[src/hdl/kmce_pkg.sv]
// ----------------------------------------------------------------------------
// kmce_pkg
// Shared types, widths and the keymap table of the key matrix change encoder.
// ----------------------------------------------------------------------------
package kmce_pkg;

  // matrix geometry held in the input item and in the keymap table
  localparam int NUM_ROWS   = 5;
  localparam int NUM_COLS   = 14;
  localparam int NUM_LAYERS = 2;
  localparam int ROW_W      = 14;
  localparam int ROW_IDX_W  = 3;
  localparam int COL_IDX_W  = 4;
  localparam int KEY_W      = 7;
  localparam int CODE_W     = 8;

  // stream widths, padded to whole bytes
  localparam int IN_W  = 72;
  localparam int OUT_W = 40;

  // layer select and both-shift mask, taken from row 3
  localparam int          LAYER_BIT  = 13;
  localparam int          SHIFT_ROW  = 3;
  localparam logic [13:0] SHIFT_BOTH = 14'h1001;

  // controller states
  typedef enum logic [1:0] {
    ST_IDLE,
    ST_SCAN,
    ST_FINAL
  } state_e;

  // one key event
  typedef struct packed {
    logic [CODE_W-1:0] code;
    logic [KEY_W-1:0]  key;
    logic              press;
    logic              valid;
  } event_t;

  // controller to datapath
  typedef struct packed {
    logic load;
    logic step;
    logic finish;
  } cmd_t;

  // datapath to controller
  typedef struct packed {
    logic scan_done;
    logic push_needed;
    logic out_free;
  } status_t;

  // two-layer keymap, indexed [layer][row][column]
  localparam logic [7:0] KEYMAP [NUM_LAYERS][NUM_ROWS][NUM_COLS] = '{
    '{
      '{8'h29, 8'h1E, 8'h1F, 8'h20, 8'h21, 8'h22, 8'h23,
        8'h24, 8'h25, 8'h26, 8'h27, 8'h2D, 8'h2E, 8'h2A},
      '{8'h2B, 8'h14, 8'h1A, 8'h08, 8'h15, 8'h17, 8'h1C,
        8'h18, 8'h0C, 8'h12, 8'h13, 8'h2F, 8'h30, 8'h31},
      '{8'h39, 8'h04, 8'h16, 8'h07, 8'h09, 8'h0A, 8'h0B,
        8'h0D, 8'h0E, 8'h0F, 8'h33, 8'h34, 8'h00, 8'h28},
      '{8'hE1, 8'h00, 8'h1D, 8'h1B, 8'h06, 8'h19, 8'h05,
        8'h11, 8'h10, 8'h36, 8'h37, 8'h38, 8'hE5, 8'h00},
      '{8'hE0, 8'hE3, 8'hE2, 8'h00, 8'h00, 8'h2C, 8'h00,
        8'h00, 8'h00, 8'h50, 8'h52, 8'h51, 8'h4F, 8'h00}
    },
    '{
      '{8'h35, 8'h3A, 8'h3B, 8'h3C, 8'h3D, 8'h3E, 8'h3F,
        8'h40, 8'h41, 8'h42, 8'h43, 8'h44, 8'h45, 8'h4C},
      '{8'h00, 8'h00, 8'h00, 8'h00, 8'h00, 8'h00, 8'h00,
        8'h00, 8'h00, 8'h00, 8'h48, 8'h4A, 8'h4D, 8'h49},
      '{8'h00, 8'h00, 8'h00, 8'h00, 8'h00, 8'h00, 8'h00,
        8'h00, 8'h00, 8'h00, 8'h00, 8'h00, 8'h00, 8'h00},
      '{8'h00, 8'h00, 8'h00, 8'h00, 8'hF5, 8'h00, 8'hF0,
        8'h00, 8'h7F, 8'h00, 8'hF1, 8'hF2, 8'h00, 8'h00},
      '{8'h00, 8'h00, 8'h00, 8'h00, 8'h00, 8'h00, 8'h00,
        8'h00, 8'h00, 8'hF3, 8'h81, 8'h80, 8'hF4, 8'h00}
    }
  };

endpackage

[src/hdl/kmce_ctrl.sv]
// ----------------------------------------------------------------------------
// kmce_ctrl
// Scan sequencer: takes a scan, steps the datapath through it and closes it
// with the final result.
// ----------------------------------------------------------------------------
module kmce_ctrl (
  input  logic             clk_i,
  input  logic             rst_ni,
  input  logic             in_valid_i,
  output logic             in_ready_o,
  input  kmce_pkg::status_t status_i,
  output kmce_pkg::cmd_t    cmd_o
);
  import kmce_pkg::*;

  state_e state_q, state_d;

  // state register
  always_ff @(posedge clk_i or negedge rst_ni) begin
    if (!rst_ni) begin
      state_q <= ST_IDLE;
    end else begin
      state_q <= state_d;
    end
  end

  // next state and commands
  always_comb begin
    state_d    = state_q;
    cmd_o      = '0;
    in_ready_o = 1'b0;
    case (state_q)
      ST_IDLE: begin
        in_ready_o = 1'b1;
        if (in_valid_i) begin
          cmd_o.load = 1'b1;
          state_d    = ST_SCAN;
        end
      end
      ST_SCAN: begin
        if (status_i.scan_done) begin
          state_d = ST_FINAL;
        end else if (!status_i.push_needed || status_i.out_free) begin
          cmd_o.step = 1'b1;
        end
      end
      ST_FINAL: begin
        if (status_i.out_free) begin
          cmd_o.finish = 1'b1;
          state_d      = ST_IDLE;
        end
      end
      default: begin
        state_d = ST_IDLE;
      end
    endcase
  end

endmodule

[src/hdl/kmce_datapath.sv]
// ----------------------------------------------------------------------------
// kmce_datapath
// Previous scan store, change mask walk, keymap lookup, event pairing and the
// output register.
// ----------------------------------------------------------------------------
module kmce_datapath #(
  parameter int ROWS   = 5,
  parameter int COLS   = 14,
  parameter int LAYERS = 2
) (
  input  logic                       clk_i,
  input  logic                       rst_ni,
  input  logic [kmce_pkg::IN_W-1:0]  in_data_i,
  input  kmce_pkg::cmd_t             cmd_i,
  output kmce_pkg::status_t          status_o,
  output logic                       out_valid_o,
  input  logic                       out_ready_i,
  output logic [kmce_pkg::OUT_W-1:0] out_data_o,
  output logic                       out_last_o
);
  import kmce_pkg::*;

  // rows and columns that take part in the scan
  localparam int NROWS = (ROWS < NUM_ROWS) ? ROWS : NUM_ROWS;
  localparam int NCOLS = (COLS < NUM_COLS) ? COLS : NUM_COLS;
  localparam logic [ROW_W-1:0] COL_MASK = ROW_W'((32'd1 << NCOLS) - 32'd1);

  logic [ROW_W-1:0]     prev_q [NUM_ROWS];
  logic [ROW_W-1:0]     diff_q [NUM_ROWS];
  logic [ROW_IDX_W-1:0] row_q;
  logic [1:0]           cnt_q;
  event_t               slot0_q, slot1_q;
  logic                 layer_q, unlock_q;
  logic                 out_valid_q, out_last_q;
  logic [OUT_W-1:0]     out_data_q;

  logic [ROW_W-1:0]     cur [NUM_ROWS];
  logic [ROW_W-1:0]     row_bits;
  logic [COL_IDX_W-1:0] col_sel;
  logic                 has_evt, scan_done, out_free, push;
  event_t               evt;

  // one result item: two slots, layer and the end-of-scan flags
  function automatic logic [OUT_W-1:0] pack_result(event_t s0, event_t s1, logic lay,
                                                   logic unl, logic rep);
    return {3'b000, rep, unl, lay,
            s1.code, s1.key, s1.press, s1.valid,
            s0.code, s0.key, s0.press, s0.valid};
  endfunction

  // split the incoming scan into rows
  always_comb begin
    for (int r = 0; r < NUM_ROWS; r++) begin
      cur[r] = in_data_i[r*ROW_W +: ROW_W];
    end
  end

  // changed bits of the row being walked
  assign scan_done = (row_q == ROW_IDX_W'(NROWS));
  assign row_bits  = scan_done ? '0 : (diff_q[row_q] & COL_MASK);
  assign has_evt   = |row_bits;

  // lowest changed column
  always_comb begin
    col_sel = '0;
    for (int i = ROW_W - 1; i >= 0; i--) begin
      if (row_bits[i]) begin
        col_sel = COL_IDX_W'(i);
      end
    end
  end

  // event for that column; prev already holds the current scan
  always_comb begin
    evt       = '0;
    evt.valid = 1'b1;
    evt.press = scan_done ? 1'b0 : prev_q[row_q][col_sel];
    evt.key   = KEY_W'(row_q) * KEY_W'(COLS) + KEY_W'(col_sel);
    evt.code  = scan_done ? '0 : KEYMAP[layer_q][row_q][col_sel];
  end

  assign out_free = !out_valid_q || out_ready_i;
  assign push     = cmd_i.step && has_evt && (cnt_q == 2'd2);

  assign status_o.scan_done   = scan_done;
  assign status_o.push_needed = has_evt && (cnt_q == 2'd2);
  assign status_o.out_free    = out_free;

  // control state and the previous scan
  always_ff @(posedge clk_i or negedge rst_ni) begin
    if (!rst_ni) begin
      row_q       <= '0;
      cnt_q       <= '0;
      out_valid_q <= 1'b0;
      for (int r = 0; r < NUM_ROWS; r++) begin
        prev_q[r] <= '0;
      end
    end else begin
      if (cmd_i.load) begin
        row_q <= '0;
        cnt_q <= '0;
        for (int r = 0; r < NUM_ROWS; r++) begin
          prev_q[r] <= cur[r];
        end
      end else if (cmd_i.step) begin
        if (has_evt) begin
          cnt_q <= (cnt_q == 2'd2) ? 2'd1 : cnt_q + 2'd1;
        end else begin
          row_q <= row_q + ROW_IDX_W'(1);
        end
      end
      if (push || cmd_i.finish) begin
        out_valid_q <= 1'b1;
      end else if (out_ready_i) begin
        out_valid_q <= 1'b0;
      end
    end
  end

  // change masks, event slots and output payload
  always_ff @(posedge clk_i) begin
    if (cmd_i.load) begin
      for (int r = 0; r < NUM_ROWS; r++) begin
        diff_q[r] <= cur[r] ^ prev_q[r];
      end
      layer_q  <= (LAYERS > 1) ? cur[SHIFT_ROW][LAYER_BIT] : 1'b0;
      unlock_q <= (cur[SHIFT_ROW] & SHIFT_BOTH) == SHIFT_BOTH;
      slot0_q  <= '0;
      slot1_q  <= '0;
    end else if (cmd_i.step && has_evt) begin
      diff_q[row_q][col_sel] <= 1'b0;
      case (cnt_q)
        2'd0: begin
          slot0_q <= evt;
        end
        2'd1: begin
          slot1_q <= evt;
        end
        default: begin
          slot0_q <= evt;
          slot1_q <= '0;
        end
      endcase
    end
    if (push) begin
      out_data_q <= pack_result(slot0_q, slot1_q, layer_q, 1'b0, 1'b0);
      out_last_q <= 1'b0;
    end else if (cmd_i.finish) begin
      out_data_q <= pack_result(slot0_q, slot1_q, layer_q, unlock_q, !unlock_q);
      out_last_q <= 1'b1;
    end
  end

  assign out_valid_o = out_valid_q;
  assign out_data_o  = out_data_q;
  assign out_last_o  = out_last_q;

endmodule

[src/hdl/key_matrix_change_encoder.sv]
// ----------------------------------------------------------------------------
// key_matrix_change_encoder
// Compares each matrix scan with the last one and streams the changed keys
// as press and release events with keymap codes, two events per item.
// ----------------------------------------------------------------------------
//  channel   dir  payload
//  s_axis    in   one scan: five 14-bit rows
//  m_axis    out  two event slots, layer, unlock/report flags; tlast ends scan
//
//  a scan is loaded, walked with one step per changed key and one per row,
//  the walk end is seen and the closing item is sent. the change walk
//  handles one key per cycle in the lowest-set-bit finder unless m_axis stalls.
//  the next scan is taken once the closing item sits in the output register.
//  a stall on m_axis holds the walk whenever a full pair or the closing item
//  must leave. reset clears the previous scan to all keys up.
// ----------------------------------------------------------------------------
module key_matrix_change_encoder #(
  parameter int ROWS   = 5,
  parameter int COLS   = 14,
  parameter int LAYERS = 2
) (
  input  logic                       clk_i,
  input  logic                       rst_ni,
  input  logic                       s_axis_tvalid,
  output logic                       s_axis_tready,
  // row0_bits, row1_bits, row2_bits, row3_bits, row4_bits, zero pad
  input  logic [kmce_pkg::IN_W-1:0]  s_axis_tdata,
  output logic                       m_axis_tvalid,
  input  logic                       m_axis_tready,
  // first_valid, first_press, first_key, first_code, second_valid,
  // second_press, second_key, second_code, layer, debug_unlock,
  // send_report, zero pad
  output logic [kmce_pkg::OUT_W-1:0] m_axis_tdata,
  output logic                       m_axis_tlast
);
  import kmce_pkg::*;

  cmd_t    cmd;
  status_t status;

  // sequencer
  kmce_ctrl u_ctrl (
    .clk_i      (clk_i),
    .rst_ni     (rst_ni),
    .in_valid_i (s_axis_tvalid),
    .in_ready_o (s_axis_tready),
    .status_i   (status),
    .cmd_o      (cmd)
  );

  // change walk and result assembly
  kmce_datapath #(
    .ROWS   (ROWS),
    .COLS   (COLS),
    .LAYERS (LAYERS)
  ) u_datapath (
    .clk_i       (clk_i),
    .rst_ni      (rst_ni),
    .in_data_i   (s_axis_tdata),
    .cmd_i       (cmd),
    .status_o    (status),
    .out_valid_o (m_axis_tvalid),
    .out_ready_i (m_axis_tready),
    .out_data_o  (m_axis_tdata),
    .out_last_o  (m_axis_tlast)
  );

  // closing item carries exactly one of unlock and report
  assert property (@(posedge clk_i) disable iff (!rst_ni)
    m_axis_tvalid && m_axis_tlast |-> (m_axis_tdata[35] ^ m_axis_tdata[36]))
    else $error("closing item flags inconsistent");

  // items before the last are full pairs with no flags
  assert property (@(posedge clk_i) disable iff (!rst_ni)
    m_axis_tvalid && !m_axis_tlast |->
      m_axis_tdata[0] && m_axis_tdata[17] && !m_axis_tdata[35] && !m_axis_tdata[36])
    else $error("non-final item not a full pair");

  // second slot is never used alone
  assert property (@(posedge clk_i) disable iff (!rst_ni)
    m_axis_tvalid && m_axis_tdata[17] |-> m_axis_tdata[0])
    else $error("second slot valid without first");

  // a scan is taken one at a time
  assert property (@(posedge clk_i) disable iff (!rst_ni)
    s_axis_tvalid && s_axis_tready |=> !s_axis_tready)
    else $error("scan accepted while busy");

endmodule

[config.mk]
export PLATFORM = sky130hd
export DESIGN_NAME = key_matrix_change_encoder
export DESIGN_NICKNAME = d
export VERILOG_FILES = /design/src/hdl/kmce_pkg.sv /design/src/hdl/kmce_ctrl.sv /design/src/hdl/kmce_datapath.sv /design/src/hdl/key_matrix_change_encoder.sv
export SDC_FILE = /design/constraint.sdc
export NUM_CORES = 1
export LEC_CHECK = 0
export ABC_AREA = 1
export BUFFER_PORTS_ARGS = -buffer_cell sky130_fd_sc_hd__buf_2
export CAP_MARGIN = 20
export CORE_MARGIN = 2
export CORE_UTILIZATION = 50
export DETAILED_ROUTE_END_ITERATION = 6
export GPL_TIMING_DRIVEN = 0
export PLACE_DENSITY = 0.69
export SLEW_MARGIN = 20
export SYNTH_ARGS = -nofsm -noshare
export SYNTH_HDL_FRONTEND = slang
export SYNTH_HIERARCHICAL = 1
export SYNTH_SLANG_ARGS = --single-unit
export TNS_END_PERCENT = 20
[constraint.sdc]
create_clock -name clk_i -period 11.2 [get_ports clk_i]
set_clock_uncertainty 0.05 [all_clocks]
set_input_delay 2.24 -clock clk_i [delete_from_list [all_inputs] [get_ports clk_i]]
set_output_delay 2.24 -clock clk_i [all_outputs]
set_load 0.05 [all_outputs]
==> impl_metrics.csv <==
group,metric,value,unit
placed_design,port_buffers,113,
synth,ys_types,52,
grt,grt_usage,35.8,%
synth,postSynthAreaPerCell,7.25,sq um
placed_design,gp_congestion,0.971,
floorplan,chipWidth,162,microns
cells_and_area,num-fill-cells,2364,
worst_setup_path,r2r-start,"u_datapath/row_q[1]$_DFFE_PN0P_",
route,vias,12600,
synth,yosys.area_share.xor_xnor,2.82,%
route,drc,0,
clock_tree,clock_sinks,222,
placed_design,place_ws,5.03,ns
route,wirelength,46900,microns
grt,grt_pass1_wl,70400,microns
timing,fin_tns_setup,0,ns
cells_and_area,num_antenna_cells,0,
route,routed-wl-met3,4210,microns
floorplan,die_area,26100,sq um
placed_design,hpwl,34900,microns
hold_path,hold-path-cell-count,0,
floorplan,num_io_pins,119,
route,detail_route.vias_per_cell,5.72,
clock_tree,cts_resized,0,
timing,layout_setup_ws,4.86,ns
worst_setup_path,regToRegSetupSlack,4.86,ns
floorplan,start_util,51.0,%
cells_and_area,layout-drive-gt1-share,13.7,%
grt,antenna_found_initial,0,
clock_tree,cts_tree,"built",
synth,synth-seq-cells,222,
cells_and_area,area_growth,15.1,%
worst_setup_path,required,11.59,ns
grt,grt_max_degree,51,
floorplan,rows,57,
worst_setup_path,crit_path_top_delay_cell,"buf_1",
clock_tree,cts_buffers,25,
worst_setup_path,max_stage_delay,0.78,ns
worst_setup_path,arrival,6.72,ns
synth,syn_area,12400,sq um
grt,grt_pass1_vias,11700,
clock_tree,cts_buffer_depth,3,
route,drt-wirelength-per-cell,21.3,microns
status,outcome,"finished, final reports clean",
worst_setup_path,cp_max_fo,13,
worst_setup_path,crit_path_start_kind,"flip-flop",
cells_and_area,final_net_count,1955,
worst_setup_path,crit_end,"u_datapath/diff_q[4][0]$_SDFFE_PP0P_",
clock_tree,ctsHoldBuffers,0,
timing,hold_violations,0,
route,wl_met1,18600,microns
clock_tree,clockRootBuffer,"clkbuf_16",
clock_tree,clk_pin_slew,0.06,ns
route,drt-pass1-iter-count,6,
timing,max_freq,158,MHz
worst_setup_path,endpoint_kind,"flip-flop",
timing,final.period_utilization,56.6,%
worst_setup_path,worstSetupPathType,"flip-flop to flip-flop",
timing,rsz0062_at_grt,"false",
floorplan,coreArea,24300,sq um
worst_setup_path,reg2reg_depth,28,
synth,synthMuxAreaShare,0,%
worst_setup_path,r2r_end,"u_datapath/diff_q[4][0]$_SDFFE_PP0P_",
timing,slew_headroom,27.5,%
synth,netlist_instances,1712,
clock_tree,h-tree-depth,1,
clock_tree,clock_latency,0.55,ns
hold_path,min_path_type,"flip-flop to flip-flop",
synth,synth_fa_ha_area_share,2.66,%
route,routed.top_layer,"met4",
synth,yosysSeqAreaShare,41.9,%
grt,grt_remaining_overflow,0,
route,wl_met2,21600,microns
route,postRouteAntennaNets,0,
worst_setup_path,crit_path_start,"u_datapath/row_q[1]$_DFFE_PN0P_",
timing,fin_crit,6.34,ns
timing,setup_viol,0,
floorplan,die_h,162,microns
timing,tightestPinTransition,1.09,ns
run,maxCapViolations,0,
synth,synth_top_family_by_area,"simple AND/OR/NAND/NOR gates",
timing,slew_viol_final,0,
route,drt_iter0_drc,1475,
synth,synth_simple_gate_area_share,27.8,%
synth,yosysWarnings,6,
clock_tree,cts_setup_buffers,0,
synth,synth-compound-area-share,16.3,%
==> area by class of cell <==
class / instances / area [sq um] / share of cell area, %
Clock inverter: 12 / 151 / 1.06
Clock buffer: 34 / 709 / 4.97
Timing Repair Buffer: 114 / 596 / 4.17
Multi-Input combinational cell: 1241 / 6160 / 43.2
Inverter: 164 / 618 / 4.33
Buffer: 87 / 433 / 3.03
Tap cell: 324 / 405 / 2.84
Sequential cell: 222 / 5200 / 36.4
==> cell usage in the layout, fill, tap and decap left out, types with 3 or more instances in the layout <==
cell and instances:
nand2_1 504, nand2_2 11, o21ai_0 134, o22ai_1 4, fa_1 4, ha_1 20, nand4_1 33, bufinv_16 3
a211oi_1 5, o21ai_1 28, nor3_1 8, buf_6 6, a221oi_1 10, xnor2_1 35, a31oi_1 6, clkbuf_16 25
clkbuf_1 44, buf_2 130, inv_1 147, buf_1 12, nor2_1 116, nor2_4 8, xor2_1 5, nand3_1 82
nand3b_1 10, nand2_4 3, inv_2 16, clkbuf_8 5, edfxtp_1 37, buf_4 11, dfxtp_1 107, dfrtp_1 78
conb_1 3, nor2_2 14, clkinv_2 6, a21oi_1 176
==> cells in the mapped netlist, drive strengths merged <==
cell / number / area share (%)
a211oi: 5 / 0.30
a21boi: 1 / 0.061
a21o: 2 / 0.12
a21oi: 179 / 7.4
a221oi: 10 / 0.71
a22oi: 1 / 0.10
a31oi: 7 / 0.47
buf: 46 / 2.2
clkbuf: 41 / 1.2
conb: 1 / 0.030
dfrtp: 78 / 16
dfxtp: 107 / 17
edfxtp: 37 / 9.0
fa: 4 / 0.65
ha: 20 / 2.0
inv: 164 / 5.0
nand2: 519 / 16
nand2b: 1 / 0.050
nand3: 83 / 3.4
nand3b: 10 / 0.60
nand4: 33 / 1.7
nor2: 139 / 5.1
nor3: 9 / 0.40
nor4: 1 / 0.17
o2111ai: 1 / 0.071
o211ai: 1 / 0.061
o21a: 2 / 0.13
o21ai: 163 / 6.6
o21bai: 1 / 0.061
o22ai: 4 / 0.20
or2: 2 / 0.10
xnor2: 35 / 2.5
xor2: 5 / 0.35
==> worst min-delay path by stage <==
| stage | slack, ns | startpoint | to |
|---|---|---|---|
| after global routing | 0.39 | u_datapath/slot0_q[14]$_SDFFE_PP0P_ | u_datapath/out_data_o[14]$_DFFE_PP_ |
| final | 0.38 | u_datapath/slot1_q[3]$_SDFFE_PP0P_ | u_datapath/out_data_o[20]$_DFFE_PP_ |
| after detailed placement | 0.36 | u_datapath/slot1_q[3]$_SDFFE_PP0P_ | u_datapath/out_data_o[20]$_DFFE_PP_ |
| after floorplan | 0.35 | u_datapath/slot0_q[10]$_SDFFE_PP0P_ | u_datapath/out_data_o[10]$_DFFE_PP_ |
| after CTS | 0.38 | u_datapath/slot1_q[3]$_SDFFE_PP0P_ | u_datapath/out_data_o[20]$_DFFE_PP_ |
| after global placement | 0.36 | u_datapath/slot0_q[14]$_SDFFE_PP0P_ | u_datapath/out_data_o[14]$_DFFE_PP_ |
==> layer usage <==
metal	track usage, %	up-vias
li1	-	5872
met1	47.0	5765
met2	58.3	787
met3	4.85	145
met4	17.5	0
met5	0	-
==> through the flow <==
step / std cells / hold slack [ns] / util, % / area (sq um)
floorplan: 1714 / 0.353 / - / 12400
global placement: 2151 / 0.362 / 55.0 / 13400
detailed placement: 2152 / 0.364 / 55.2 / 13400
CTS: 2198 / 0.378 / 58.7 / 14300
global route: 2198 / 0.388 / 58.7 / 14300
finish: 2198 / 0.379 / 58.7 / 14300
==> flip-flops by register name (all words and copies together) (netlist names) <==
name                    count
u_datapath/prev_q          70
u_datapath/slot0_q         17
u_datapath/unlock_q         1
u_datapath/layer_q          1
u_datapath/out_data_o      37
u_datapath/diff_q          70
u_datapath/slot1_q         17
u_ctrl/state_q              2
u_datapath/out_valid_o      1
u_datapath/row_q            3
u_datapath/out_last_o       1
u_datapath/cnt_q            2
==> kinds of logic (layout without fill, tap and decap cells) <==
kind of cell	count (synthesis)	count (layout)
simple gates	797	797
flops	222	222
fa+ha+maj	24	24
buf+inv	251	411
other cells	1	3
xor+xnor	40	40
compound gates	377	377
==> worst max-delay path, delay by kind of cell, from the launching register on <==
kind	cells	cell delay, ns
compound gates	3	0.54
buf+inv	11	2.34
flops	1	0.64
simple gates	13	2.15
fa+ha+maj	1	0.52
Power is not shown: default switching activity piles up to over one toggle a cycle in this logic, so the estimate is an artifact.
